<file path="src/hdl/afaa_pkg.sv">
// Shared constants, types and the microcode table of the aligned first-fit allocator.
// No dependencies; used by afaa_seq, afaa_dp and the top level.
package afaa_pkg;

	localparam int SLOTS    = 256;
	localparam int MAX_SIZE = 16;

	localparam int IDX_W  = $clog2(SLOTS);
	localparam int PTR_W  = IDX_W + 1;
	localparam int SUM_W  = PTR_W + 1;
	localparam int SZ_W   = 5;
	localparam int CNT_W  = $clog2(MAX_SIZE + 1);
	localparam int TAG_W  = 16;
	localparam int OFS_W  = 8;
	localparam int HW_W   = 9;
	localparam int STEP_W = 4;

	localparam logic OP_CLEAR = 1'b0;
	localparam logic OP_ALLOC = 1'b1;

	// program steps
	localparam logic [STEP_W-1:0] ST_IDLE    = 4'd0;
	localparam logic [STEP_W-1:0] ST_DECODE  = 4'd1;
	localparam logic [STEP_W-1:0] ST_CHECK   = 4'd2;
	localparam logic [STEP_W-1:0] ST_SCAN    = 4'd3;
	localparam logic [STEP_W-1:0] ST_RESOLVE = 4'd4;
	localparam logic [STEP_W-1:0] ST_MARK    = 4'd5;
	localparam logic [STEP_W-1:0] ST_DONE    = 4'd6;
	localparam logic [STEP_W-1:0] ST_FAIL    = 4'd7;
	localparam logic [STEP_W-1:0] ST_CLEAR   = 4'd8;
	localparam logic [STEP_W-1:0] ST_CLRDONE = 4'd9;
	localparam logic [STEP_W-1:0] ST_RSTCLR  = 4'd10;

	// jump conditions
	localparam logic [2:0] C_ALWAYS  = 3'd0;
	localparam logic [2:0] C_START   = 3'd1;
	localparam logic [2:0] C_ALLOC   = 3'd2;
	localparam logic [2:0] C_BAD     = 3'd3;
	localparam logic [2:0] C_EXIT    = 3'd4;
	localparam logic [2:0] C_OVER    = 3'd5;
	localparam logic [2:0] C_LAST    = 3'd6;
	localparam logic [2:0] C_CLRLAST = 3'd7;

	// datapath operations
	localparam logic [2:0] DP_NOP      = 3'd0;
	localparam logic [2:0] DP_LOAD     = 3'd1;
	localparam logic [2:0] DP_SCANINIT = 3'd2;
	localparam logic [2:0] DP_SCAN     = 3'd3;
	localparam logic [2:0] DP_MARKINIT = 3'd4;
	localparam logic [2:0] DP_MARK     = 3'd5;
	localparam logic [2:0] DP_HMARK    = 3'd6;
	localparam logic [2:0] DP_CLEAR    = 3'd7;

	typedef struct packed {
		logic [2:0]        cond;
		logic [STEP_W-1:0] jt;
		logic [STEP_W-1:0] jf;
		logic [2:0]        op;
		logic              emit;
		logic              efail;
	} uword_t;

	typedef struct packed {
		logic alloc;
		logic bad;
		logic over;
		logic exit_scan;
		logic last;
		logic clr_last;
	} flags_t;

	function automatic uword_t ucode(input logic [STEP_W-1:0] step);
		uword_t w;
		w = '{cond: C_ALWAYS, jt: ST_IDLE, jf: ST_IDLE, op: DP_NOP, emit: 1'b0, efail: 1'b0};
		unique case (step)
			ST_IDLE:    w = '{C_START,   ST_DECODE,  ST_IDLE,   DP_LOAD,     1'b0, 1'b0};
			ST_DECODE:  w = '{C_ALLOC,   ST_CHECK,   ST_CLEAR,  DP_SCANINIT, 1'b0, 1'b0};
			ST_CHECK:   w = '{C_BAD,     ST_FAIL,    ST_SCAN,   DP_SCANINIT, 1'b0, 1'b0};
			ST_SCAN:    w = '{C_EXIT,    ST_RESOLVE, ST_SCAN,   DP_SCAN,     1'b0, 1'b0};
			ST_RESOLVE: w = '{C_OVER,    ST_FAIL,    ST_MARK,   DP_MARKINIT, 1'b0, 1'b0};
			ST_MARK:    w = '{C_LAST,    ST_DONE,    ST_MARK,   DP_MARK,     1'b0, 1'b0};
			ST_DONE:    w = '{C_ALWAYS,  ST_IDLE,    ST_IDLE,   DP_HMARK,    1'b1, 1'b0};
			ST_FAIL:    w = '{C_ALWAYS,  ST_IDLE,    ST_IDLE,   DP_NOP,      1'b1, 1'b1};
			ST_CLEAR:   w = '{C_CLRLAST, ST_CLRDONE, ST_CLEAR,  DP_CLEAR,    1'b0, 1'b0};
			ST_CLRDONE: w = '{C_ALWAYS,  ST_IDLE,    ST_IDLE,   DP_NOP,      1'b1, 1'b0};
			ST_RSTCLR:  w = '{C_CLRLAST, ST_IDLE,    ST_RSTCLR, DP_CLEAR,    1'b0, 1'b0};
			default:    w = '{C_ALWAYS,  ST_IDLE,    ST_IDLE,   DP_NOP,      1'b0, 1'b0};
		endcase
		return w;
	endfunction

endpackage

</file>
<file path="src/hdl/afaa_seq.sv">
// Microcode sequencer: step counter, control store lookup and conditional jumps.
// Depends on afaa_pkg.
module afaa_seq
	import afaa_pkg::*;
(
	input  logic   clk,
	input  logic   arst_n,
	input  logic   start,
	input  flags_t flags,
	output uword_t ctl,
	output logic   busy
);

	logic [STEP_W-1:0] step_q;
	logic              take;

	assign ctl  = ucode(step_q);
	assign busy = (step_q != ST_IDLE);

	always_comb begin
		unique case (ctl.cond)
			C_ALWAYS:  take = 1'b1;
			C_START:   take = start;
			C_ALLOC:   take = flags.alloc;
			C_BAD:     take = flags.bad;
			C_EXIT:    take = flags.exit_scan;
			C_OVER:    take = flags.over;
			C_LAST:    take = flags.last;
			C_CLRLAST: take = flags.clr_last;
			default:   take = 1'b1;
		endcase
	end

	// reset lands in the clearing pass of the occupancy RAM
	always_ff @(posedge clk or negedge arst_n) begin
		if (!arst_n) begin
			step_q <= ST_RSTCLR;
		end else begin
			step_q <= take ? ctl.jt : ctl.jf;
		end
	end

endmodule

</file>
<file path="src/hdl/afaa_dp.sv">
// Allocator datapath: slot occupancy RAM, scan cursor, high-water mark, result registers.
// Depends on afaa_pkg; driven by the control word from afaa_seq.
module afaa_dp
	import afaa_pkg::*;
(
	input  logic             clk,
	input  logic             arst_n,
	input  uword_t           ctl,
	input  logic             opcode,
	input  logic [SZ_W-1:0]  var_size,
	input  logic [TAG_W-1:0] var_tag,
	output flags_t           flags,
	output logic             done,
	output logic [OFS_W-1:0] slot_offset,
	output logic [TAG_W-1:0] tag_out,
	output logic [HW_W-1:0]  high_water,
	output logic             failed
);

	logic              op_q;
	logic [SZ_W-1:0]   sz_q;
	logic [TAG_W-1:0]  tag_q;
	logic [PTR_W-1:0]  start_q;
	logic [PTR_W-1:0]  pos_q;
	logic [CNT_W-1:0]  cnt_q;
	logic [PTR_W-1:0]  hm_q;
	logic              slot_mem [SLOTS];
	logic              rd_s1;
	logic              vld_s1;

	logic              done_q;
	logic              failed_q;
	logic [OFS_W-1:0]  ofs_q;
	logic [TAG_W-1:0]  tago_q;
	logic [HW_W-1:0]   hw_q;

	logic [SUM_W-1:0]  end_sum;
	logic              over;
	logic              slot_taken;
	logic              last;
	logic              found;
	logic              bad;
	logic              clr_last;
	logic              mem_we;
	logic              mem_wd;
	logic [PTR_W-1:0]  end_ptr;
	logic [PTR_W-1:0]  hm_new;

	assign end_sum    = SUM_W'(start_q) + SUM_W'(sz_q);
	assign end_ptr    = PTR_W'(end_sum);
	assign over       = end_sum > SUM_W'(SLOTS);
	// rd_s1 holds slot start_q + cnt_q when vld_s1 is set
	assign slot_taken = vld_s1 && rd_s1;
	assign last       = (cnt_q == CNT_W'(sz_q - SZ_W'(1)));
	assign found      = vld_s1 && !rd_s1 && last;
	assign bad        = (sz_q == '0) || (int'(sz_q) > MAX_SIZE) || (int'(sz_q) > SLOTS);
	assign hm_new     = (SUM_W'(hm_q) < end_sum) ? end_ptr : hm_q;
	assign clr_last   = (pos_q == PTR_W'(SLOTS - 1));
	assign mem_we     = (ctl.op == DP_MARK) || (ctl.op == DP_CLEAR);
	assign mem_wd     = (ctl.op == DP_MARK);

	assign flags = '{alloc: (op_q == OP_ALLOC), bad: bad, over: over,
		exit_scan: over || found, last: last, clr_last: clr_last};

	// occupancy RAM: one write and one registered read per cycle, both at pos_q
	always_ff @(posedge clk) begin
		if (mem_we) begin
			slot_mem[pos_q[IDX_W-1:0]] <= mem_wd;
		end
		rd_s1 <= slot_mem[pos_q[IDX_W-1:0]];
	end

	// request latch and result registers
	always_ff @(posedge clk) begin
		if (ctl.op == DP_LOAD) begin
			op_q  <= opcode;
			sz_q  <= var_size;
			tag_q <= var_tag;
		end
		if (ctl.emit) begin
			tago_q   <= tag_q;
			failed_q <= ctl.efail;
			if (ctl.efail || op_q == OP_CLEAR) begin
				ofs_q <= '0;
			end else begin
				ofs_q <= OFS_W'(start_q);
			end
			if (op_q == OP_CLEAR) begin
				hw_q <= '0;
			end else if (ctl.efail) begin
				hw_q <= HW_W'(hm_q);
			end else begin
				hw_q <= HW_W'(hm_new);
			end
		end
	end

	// scan cursor and high-water mark
	always_ff @(posedge clk or negedge arst_n) begin
		if (!arst_n) begin
			start_q <= '0;
			pos_q   <= '0;
			cnt_q   <= '0;
			vld_s1  <= 1'b0;
			hm_q    <= '0;
			done_q  <= 1'b0;
		end else begin
			done_q <= ctl.emit;
			unique case (ctl.op)
				DP_SCANINIT: begin
					start_q <= '0;
					pos_q   <= '0;
					cnt_q   <= '0;
					vld_s1  <= 1'b0;
				end
				DP_SCAN: begin
					if (!(over || found)) begin
						if (slot_taken) begin
							// conflict: jump to the next aligned start; the read in
							// flight is already that slot when the conflict was the
							// run's last slot
							start_q <= end_ptr;
							pos_q   <= last ? end_ptr + PTR_W'(1) : end_ptr;
							cnt_q   <= '0;
							vld_s1  <= last;
						end else begin
							pos_q  <= pos_q + PTR_W'(1);
							vld_s1 <= 1'b1;
							if (vld_s1) begin
								cnt_q <= cnt_q + CNT_W'(1);
							end
						end
					end
				end
				DP_MARKINIT: begin
					pos_q <= start_q;
					cnt_q <= '0;
				end
				DP_MARK: begin
					pos_q <= pos_q + PTR_W'(1);
					cnt_q <= cnt_q + CNT_W'(1);
				end
				DP_HMARK: hm_q <= hm_new;
				DP_CLEAR: begin
					pos_q <= pos_q + PTR_W'(1);
					hm_q  <= '0;
				end
				default: begin
				end
			endcase
		end
	end

	assign done        = done_q;
	assign slot_offset = ofs_q;
	assign tag_out     = tago_q;
	assign high_water  = hw_q;
	assign failed      = failed_q;

endmodule

</file>
<file path="src/hdl/aligned_first_fit_slot_allocator.sv">
// Aligned first-fit slot allocator, top level.
// Depends on afaa_pkg, afaa_seq and afaa_dp.
//
// Usage: drive opcode, var_size and var_tag with start high; the item is taken
// at a clock edge where start is high and busy is low. opcode 0 clears the
// whole occupancy map and the high-water mark; opcode 1 allocates var_size
// slots at the lowest free start that is a multiple of var_size.
// Each item gives exactly one result: done is high for one cycle with
// slot_offset, tag_out, high_water and failed valid in that cycle. The
// receiver cannot stall; busy is already low while done is shown, so the next
// item may be taken in that cycle.
// A bad size goes straight from the check to a failed result. A clear zeroes
// the occupancy RAM one slot per cycle.
// An allocation checks one slot per cycle through the registered RAM read,
// with a bubble at the start and after a conflict short of a run's end, then
// writes one slot per cycle.
// Reset (arst_n low) clears the high-water mark at once and starts a pass that
// zeroes the map with busy high; no item is pending after it.
module aligned_first_fit_slot_allocator
	import afaa_pkg::*;
(
	input  logic             clk,
	input  logic             arst_n,
	input  logic             start,
	output logic             busy,
	input  logic             opcode,
	input  logic [SZ_W-1:0]  var_size,
	input  logic [TAG_W-1:0] var_tag,
	output logic             done,
	output logic [OFS_W-1:0] slot_offset,
	output logic [TAG_W-1:0] tag_out,
	output logic [HW_W-1:0]  high_water,
	output logic             failed
);

	uword_t ctl;
	flags_t flags;

	afaa_seq u_seq (
		.clk    (clk),
		.arst_n (arst_n),
		.start  (start),
		.flags  (flags),
		.ctl    (ctl),
		.busy   (busy)
	);

	afaa_dp u_dp (
		.clk         (clk),
		.arst_n      (arst_n),
		.ctl         (ctl),
		.opcode      (opcode),
		.var_size    (var_size),
		.var_tag     (var_tag),
		.flags       (flags),
		.done        (done),
		.slot_offset (slot_offset),
		.tag_out     (tag_out),
		.high_water  (high_water),
		.failed      (failed)
	);

	// accepted item keeps the sequencer busy in the next cycle
	a_accept_busy: assert property (@(posedge clk) disable iff (!arst_n)
		start && !busy |=> busy)
		else $error("sequencer did not leave idle after accept");

	// a result is only shown once the program has returned to idle
	a_done_idle: assert property (@(posedge clk) disable iff (!arst_n)
		done |-> !busy)
		else $error("result shown while sequencer busy");

	a_fail_offset: assert property (@(posedge clk) disable iff (!arst_n)
		done && failed |-> slot_offset == '0)
		else $error("failed result with nonzero offset");

	// a placed run lies below the high-water mark
	a_hw_cover: assert property (@(posedge clk) disable iff (!arst_n)
		done && !failed && high_water != '0 |-> HW_W'(slot_offset) < high_water)
		else $error("high-water mark below allocated start");

	// the program emits one result per item and never twice in a row
	a_single_done: assert property (@(posedge clk) disable iff (!arst_n)
		done |=> !done)
		else $error("back-to-back result strobes");

endmodule

</file>
<file path="config.mk">
export PLATFORM = sky130hd
export DESIGN_NAME = aligned_first_fit_slot_allocator
export DESIGN_NICKNAME = d
export VERILOG_FILES = /design/src/hdl/afaa_pkg.sv /design/src/hdl/afaa_seq.sv /design/src/hdl/afaa_dp.sv /design/src/hdl/aligned_first_fit_slot_allocator.sv
export SDC_FILE = /design/constraint.sdc
export NUM_CORES = 1
export LEC_CHECK = 0
export BUFFER_PORTS_ARGS = -buffer_cell sky130_fd_sc_hd__buf_2
export CORE_ASPECT_RATIO = 1.25
export CORE_MARGIN = 2
export CORE_UTILIZATION = 60
export DETAILED_ROUTE_END_ITERATION = 10
export GPL_TIMING_DRIVEN = 0
export PLACE_DENSITY = 0.84
export SYNTH_ARGS = -nofsm -noshare
export SYNTH_HDL_FRONTEND = slang
export SYNTH_SLANG_ARGS = --single-unit
</file>
<file path="constraint.sdc">
create_clock -name clk -period 11.5 [get_ports clk]
set_input_delay 1.15 -clock clk [delete_from_list [all_inputs] [get_ports clk]]
set_output_delay 1.15 -clock clk [all_outputs]
set_load 0.01 [all_outputs]
</file>
==> summary.md <==
| Metric | Value |
|---|---|
| Slew Viols, Final | `0` |
| Aggregate routed wire length | `39160 um` |
| Crit path cell chain | `ha_1 -> fa_1 -> a21oi_1 -> o21ai_1 -> nand2_1 -> xor2_1 -> ha_1 -> a21oi_1 -> o21ai_1 -> a211oi_1 -> o21a_1 -> buf_2 -> mux2i_1` |
| Synthesized area | `16250 um^2` |
| Count of non-filler cells in the finished layout | `1652` |
| Ranking of synthesized cells by area | `edfxtp_1, mux4_2, nor2_1, dfrtp_1, ha_1` |
| Slew headroom | `27.85%` |
| Clock Tree Root | `clkbuf_16` |
| Num CTS Buffers | `35` |
| Detailed Route Iter0 Violations | `1295` |
| WP data required | `11.86 ns` |
| Crit. End Element | `flip-flop` |
| Syn Inst Count | `1176` |
| Outcome | `completed` |
| Ports | `61` |
| Worst min path class | `flip-flop to flip-flop` |
| Post-synthesis cell type count | `77` |
| Hold-fix buffers, CTS | `0` |
| Final Hold Fails | `0` |
| Crit-path max FO | `9` |
| Int Power | `0.002844 W` |
| Syn. warnings | `0` |
| # Post-CTS Setup Buffers | `0` |
| Num rows | `67` |
| Switching power | `0.001534 W` |
| Core area | `26740 um^2` |
| Main flop type after synthesis | `edfxtp_1` |
| Vias in the first global route | `10930` |
| Worst-path clk slew | `0.06 ns` |
| Switching Fraction | `35.04%` |
| Post-synthesis register bit count | `351` |
| Worst Tran Pin Value | `1.082 ns` |
| Vias per cell | `6.485` |
| CP peak stage delay | `0.73 ns` |
| Yosys top cell area share | `57.66%` |
| Die Span X | `151.2 um` |
| Fillers | `1724` |
| Synth async-reset ratio | `10.83%` |
| EDFF count, synth | `312` |
| Drt pass-1 iters | `6` |
| DPL Wire Length | `25160 um` |
| Final net count | `1336` |
| Layout cells sized above 1 | `17.60%` |
| Starting density of the core | `60.76%` |
| CTS tree | `done` |
| Initial antenna violation count | `0` |
| Largest net degree at the start of global routing | `53` |
| Vias | `10710` |
| Routability cong. | `0.9001` |
| DIE HEIGHT | `188.0 um` |
| Port Buffers | `60` |
| RSZ-0062 raised after global routing | `no` |
| Register area share after synthesis | `63.65%` |
| Slowest cell on crit path | `a211oi_1` |
| Synth area leader | `edfxtp_1` |
| Commonest non-fill, non-tap cell in the layout | `edfxtp_1` |
| Leakage power | `6.099 nW` |
| Remaining global-route overflow | `0` |
| Full die area | `28420 um^2` |
| Part of the power in registers | `39.8%` |
| Clock Sinks | `351` |
| # DRC | `0` |
| Critical path class | `flip-flop to flip-flop` |
| Setup TNS | `0 ns` |
| Pwr per Cell Area | `240.0 nW/um^2` |
| Wirelength per Cell | `23.70 um` |
| Clk_skew | `0.03127 ns` |
| Final setup fails | `0` |
| Max Fclk | `0.2278 GHz` |
| Max-Cap Viols | `0` |
| Syn Nets | `1231` |
| Dpl cells | `1588` |
| Data arrival time of the worst path | `4.75 ns` |
| Clock share of power | `24.9%` |
| CTS Buffer Depth | `3` |
| Avg Cell Area, Syn | `13.82 um^2` |
| Area Overhead vs Synth | `12.27%` |
| Worst setup SP type | `flip-flop` |
| Fin crit share | `38.17%` |
| Gr usage total | `28.25%` |
| Post-CTS Resized | `0` |
| H-tree Lvls | `2` |
| Maximum VDD drop | `0.1552 mV` |
| # diodes | `0` |
| Part of the power in combinational logic | `35.4%` |
| Fin crit period | `4.390 ns` |
| Antenna viol nets, final | `0` |
| Clock latency on the worst-skew pair | `0.54 ns` |
| First-pass GRT wire length | `60350 um` |
| Most frequent cells in the layout | `edfxtp_1, nor2_1, nand2_1` |
[power by group through the flow]
stage	Combinational, W	Clock (W)	Sequential (W)
finish	0.00155	0.00109	0.00174
global route	0.00167	0.00114	0.00175
CTS	0.00153	0.00110	0.00174
detailed placement	0.00151	0	0.00176
global placement	0.00139	0	0.00184
floorplan	0.00103	0	0.00180
[area by class of cell]
| type | count | area (um^2) | area share, % |
|---|---|---|---|
| flip-flops and latches | 351 | 10340 | 56.70 |
| multi-input cells | 738 | 5539 | 30.37 |
| clock buffers | 45 | 913.4 | 5.007 |
| repair buffers | 68 | 459.2 | 2.517 |
| well taps | 345 | 431.7 | 2.366 |
| plain buffers | 71 | 330.3 | 1.811 |
| clock inverters | 18 | 165.2 | 0.9054 |
| inverters | 16 | 60.06 | 0.3292 |
[registers in the layout (all words and copies together) (netlist names), 4 cells and up]
name / flops
u_dp.cnt_q: 5
u_dp.high_water: 9
u_dp.hm_q: 9
u_dp.pos_q: 9
u_dp.slot_mem: 256
u_dp.slot_offset: 8
u_dp.start_q: 9
u_dp.sz_q: 5
u_dp.tag_out: 16
u_dp.tag_q: 16
u_seq.step_q: 4
[layer usage]
layer  GRT usage [%]  share of wire, %  vias up
met5               0                 0        -
met4           14.45               5.7        0
met3           5.474                10      160
met2           46.40                49      716
met1           35.77                35     5241
li1                -                 -     4596
[final timing paths]
check | from | to | slack [ns] | cells after the start
min in group asynchronous | arst_n | u_dp.cnt_q[2] | 0.76 | 1
max | u_dp.start_q[0] | u_dp.high_water[1] | 7.11 | 13
max in group asynchronous | arst_n | u_dp.hm_q[2] | 10.16 | 1
max reg2reg | u_dp.start_q[0] | u_dp.high_water[1] | 7.11 | 13
min | u_dp.tag_q[6] | u_dp.tag_out[6] | 0.42 | 0
min reg2reg | u_dp.tag_q[6] | u_dp.tag_out[6] | 0.42 | 0
[cells in the mapped netlist (all sizes together), types with 4 or more instances]
cell type	n
a211oi	5
a21o	10
a21oi	17
a22o	8
a31oi	5
and2	7
and3	13
buf	21
clkbuf	50
dfrtp	36
edfxtp	312
ha	29
inv	16
mux2	4
mux2i	13
mux4	78
nand2	83
nand2b	10
nand3	17
nand3b	6
nor2	285
nor2b	11
nor3	9
o211a	4
o211ai	4
o21a	4
o21ai	25
o221ai	5
o2bb2ai	9
o31ai	11
xnor2	16
xor2	10
[worst max-delay path: cells and delay by family (launching register included)]
family	cells	cell delay, ns
AOI/OAI and AO/OA	6	1.50
xor gates and xnor gates	1	0.56
adders and majority gates	3	1.07
muxes	1	0.26
DFF	1	0.48
and+or+nand+nor	1	0.10
buffers and inverters	1	0.24
[stage by stage]
stage / setup slack, ns / util [%] / hold slack [ns] / power [W] / instance area (um^2)
after CTS: 7.220 / 68.19 / 0.4187 / 0.004362 / 18240
final: 7.110 / 68.21 / 0.4200 / 0.004378 / 18240
after global placement: -1.070 / 63.50 / 0.4016 / 0.003230 / 16980
after floorplan: 2.866 / - / 0.4003 / 0.002833 / 16250
after global routing: 7.001 / 68.21 / 0.4231 / 0.004564 / 18240
after detailed placement: 7.304 / 64.16 / 0.4052 / 0.003274 / 17160
[kinds of logic after synthesis]
logic type,Yosys count,share of synthesized area [%]
AOI/OAI and AO/OA,131,6.191
xor gates and xnor gates,26,1.517
adders and majority gates,30,2.356
buffers and inverters,87,2.403
DFF,351,63.65
muxes,95,11.94
and+or+nand+nor,456,11.94
(Power assumes the default switching activity.)
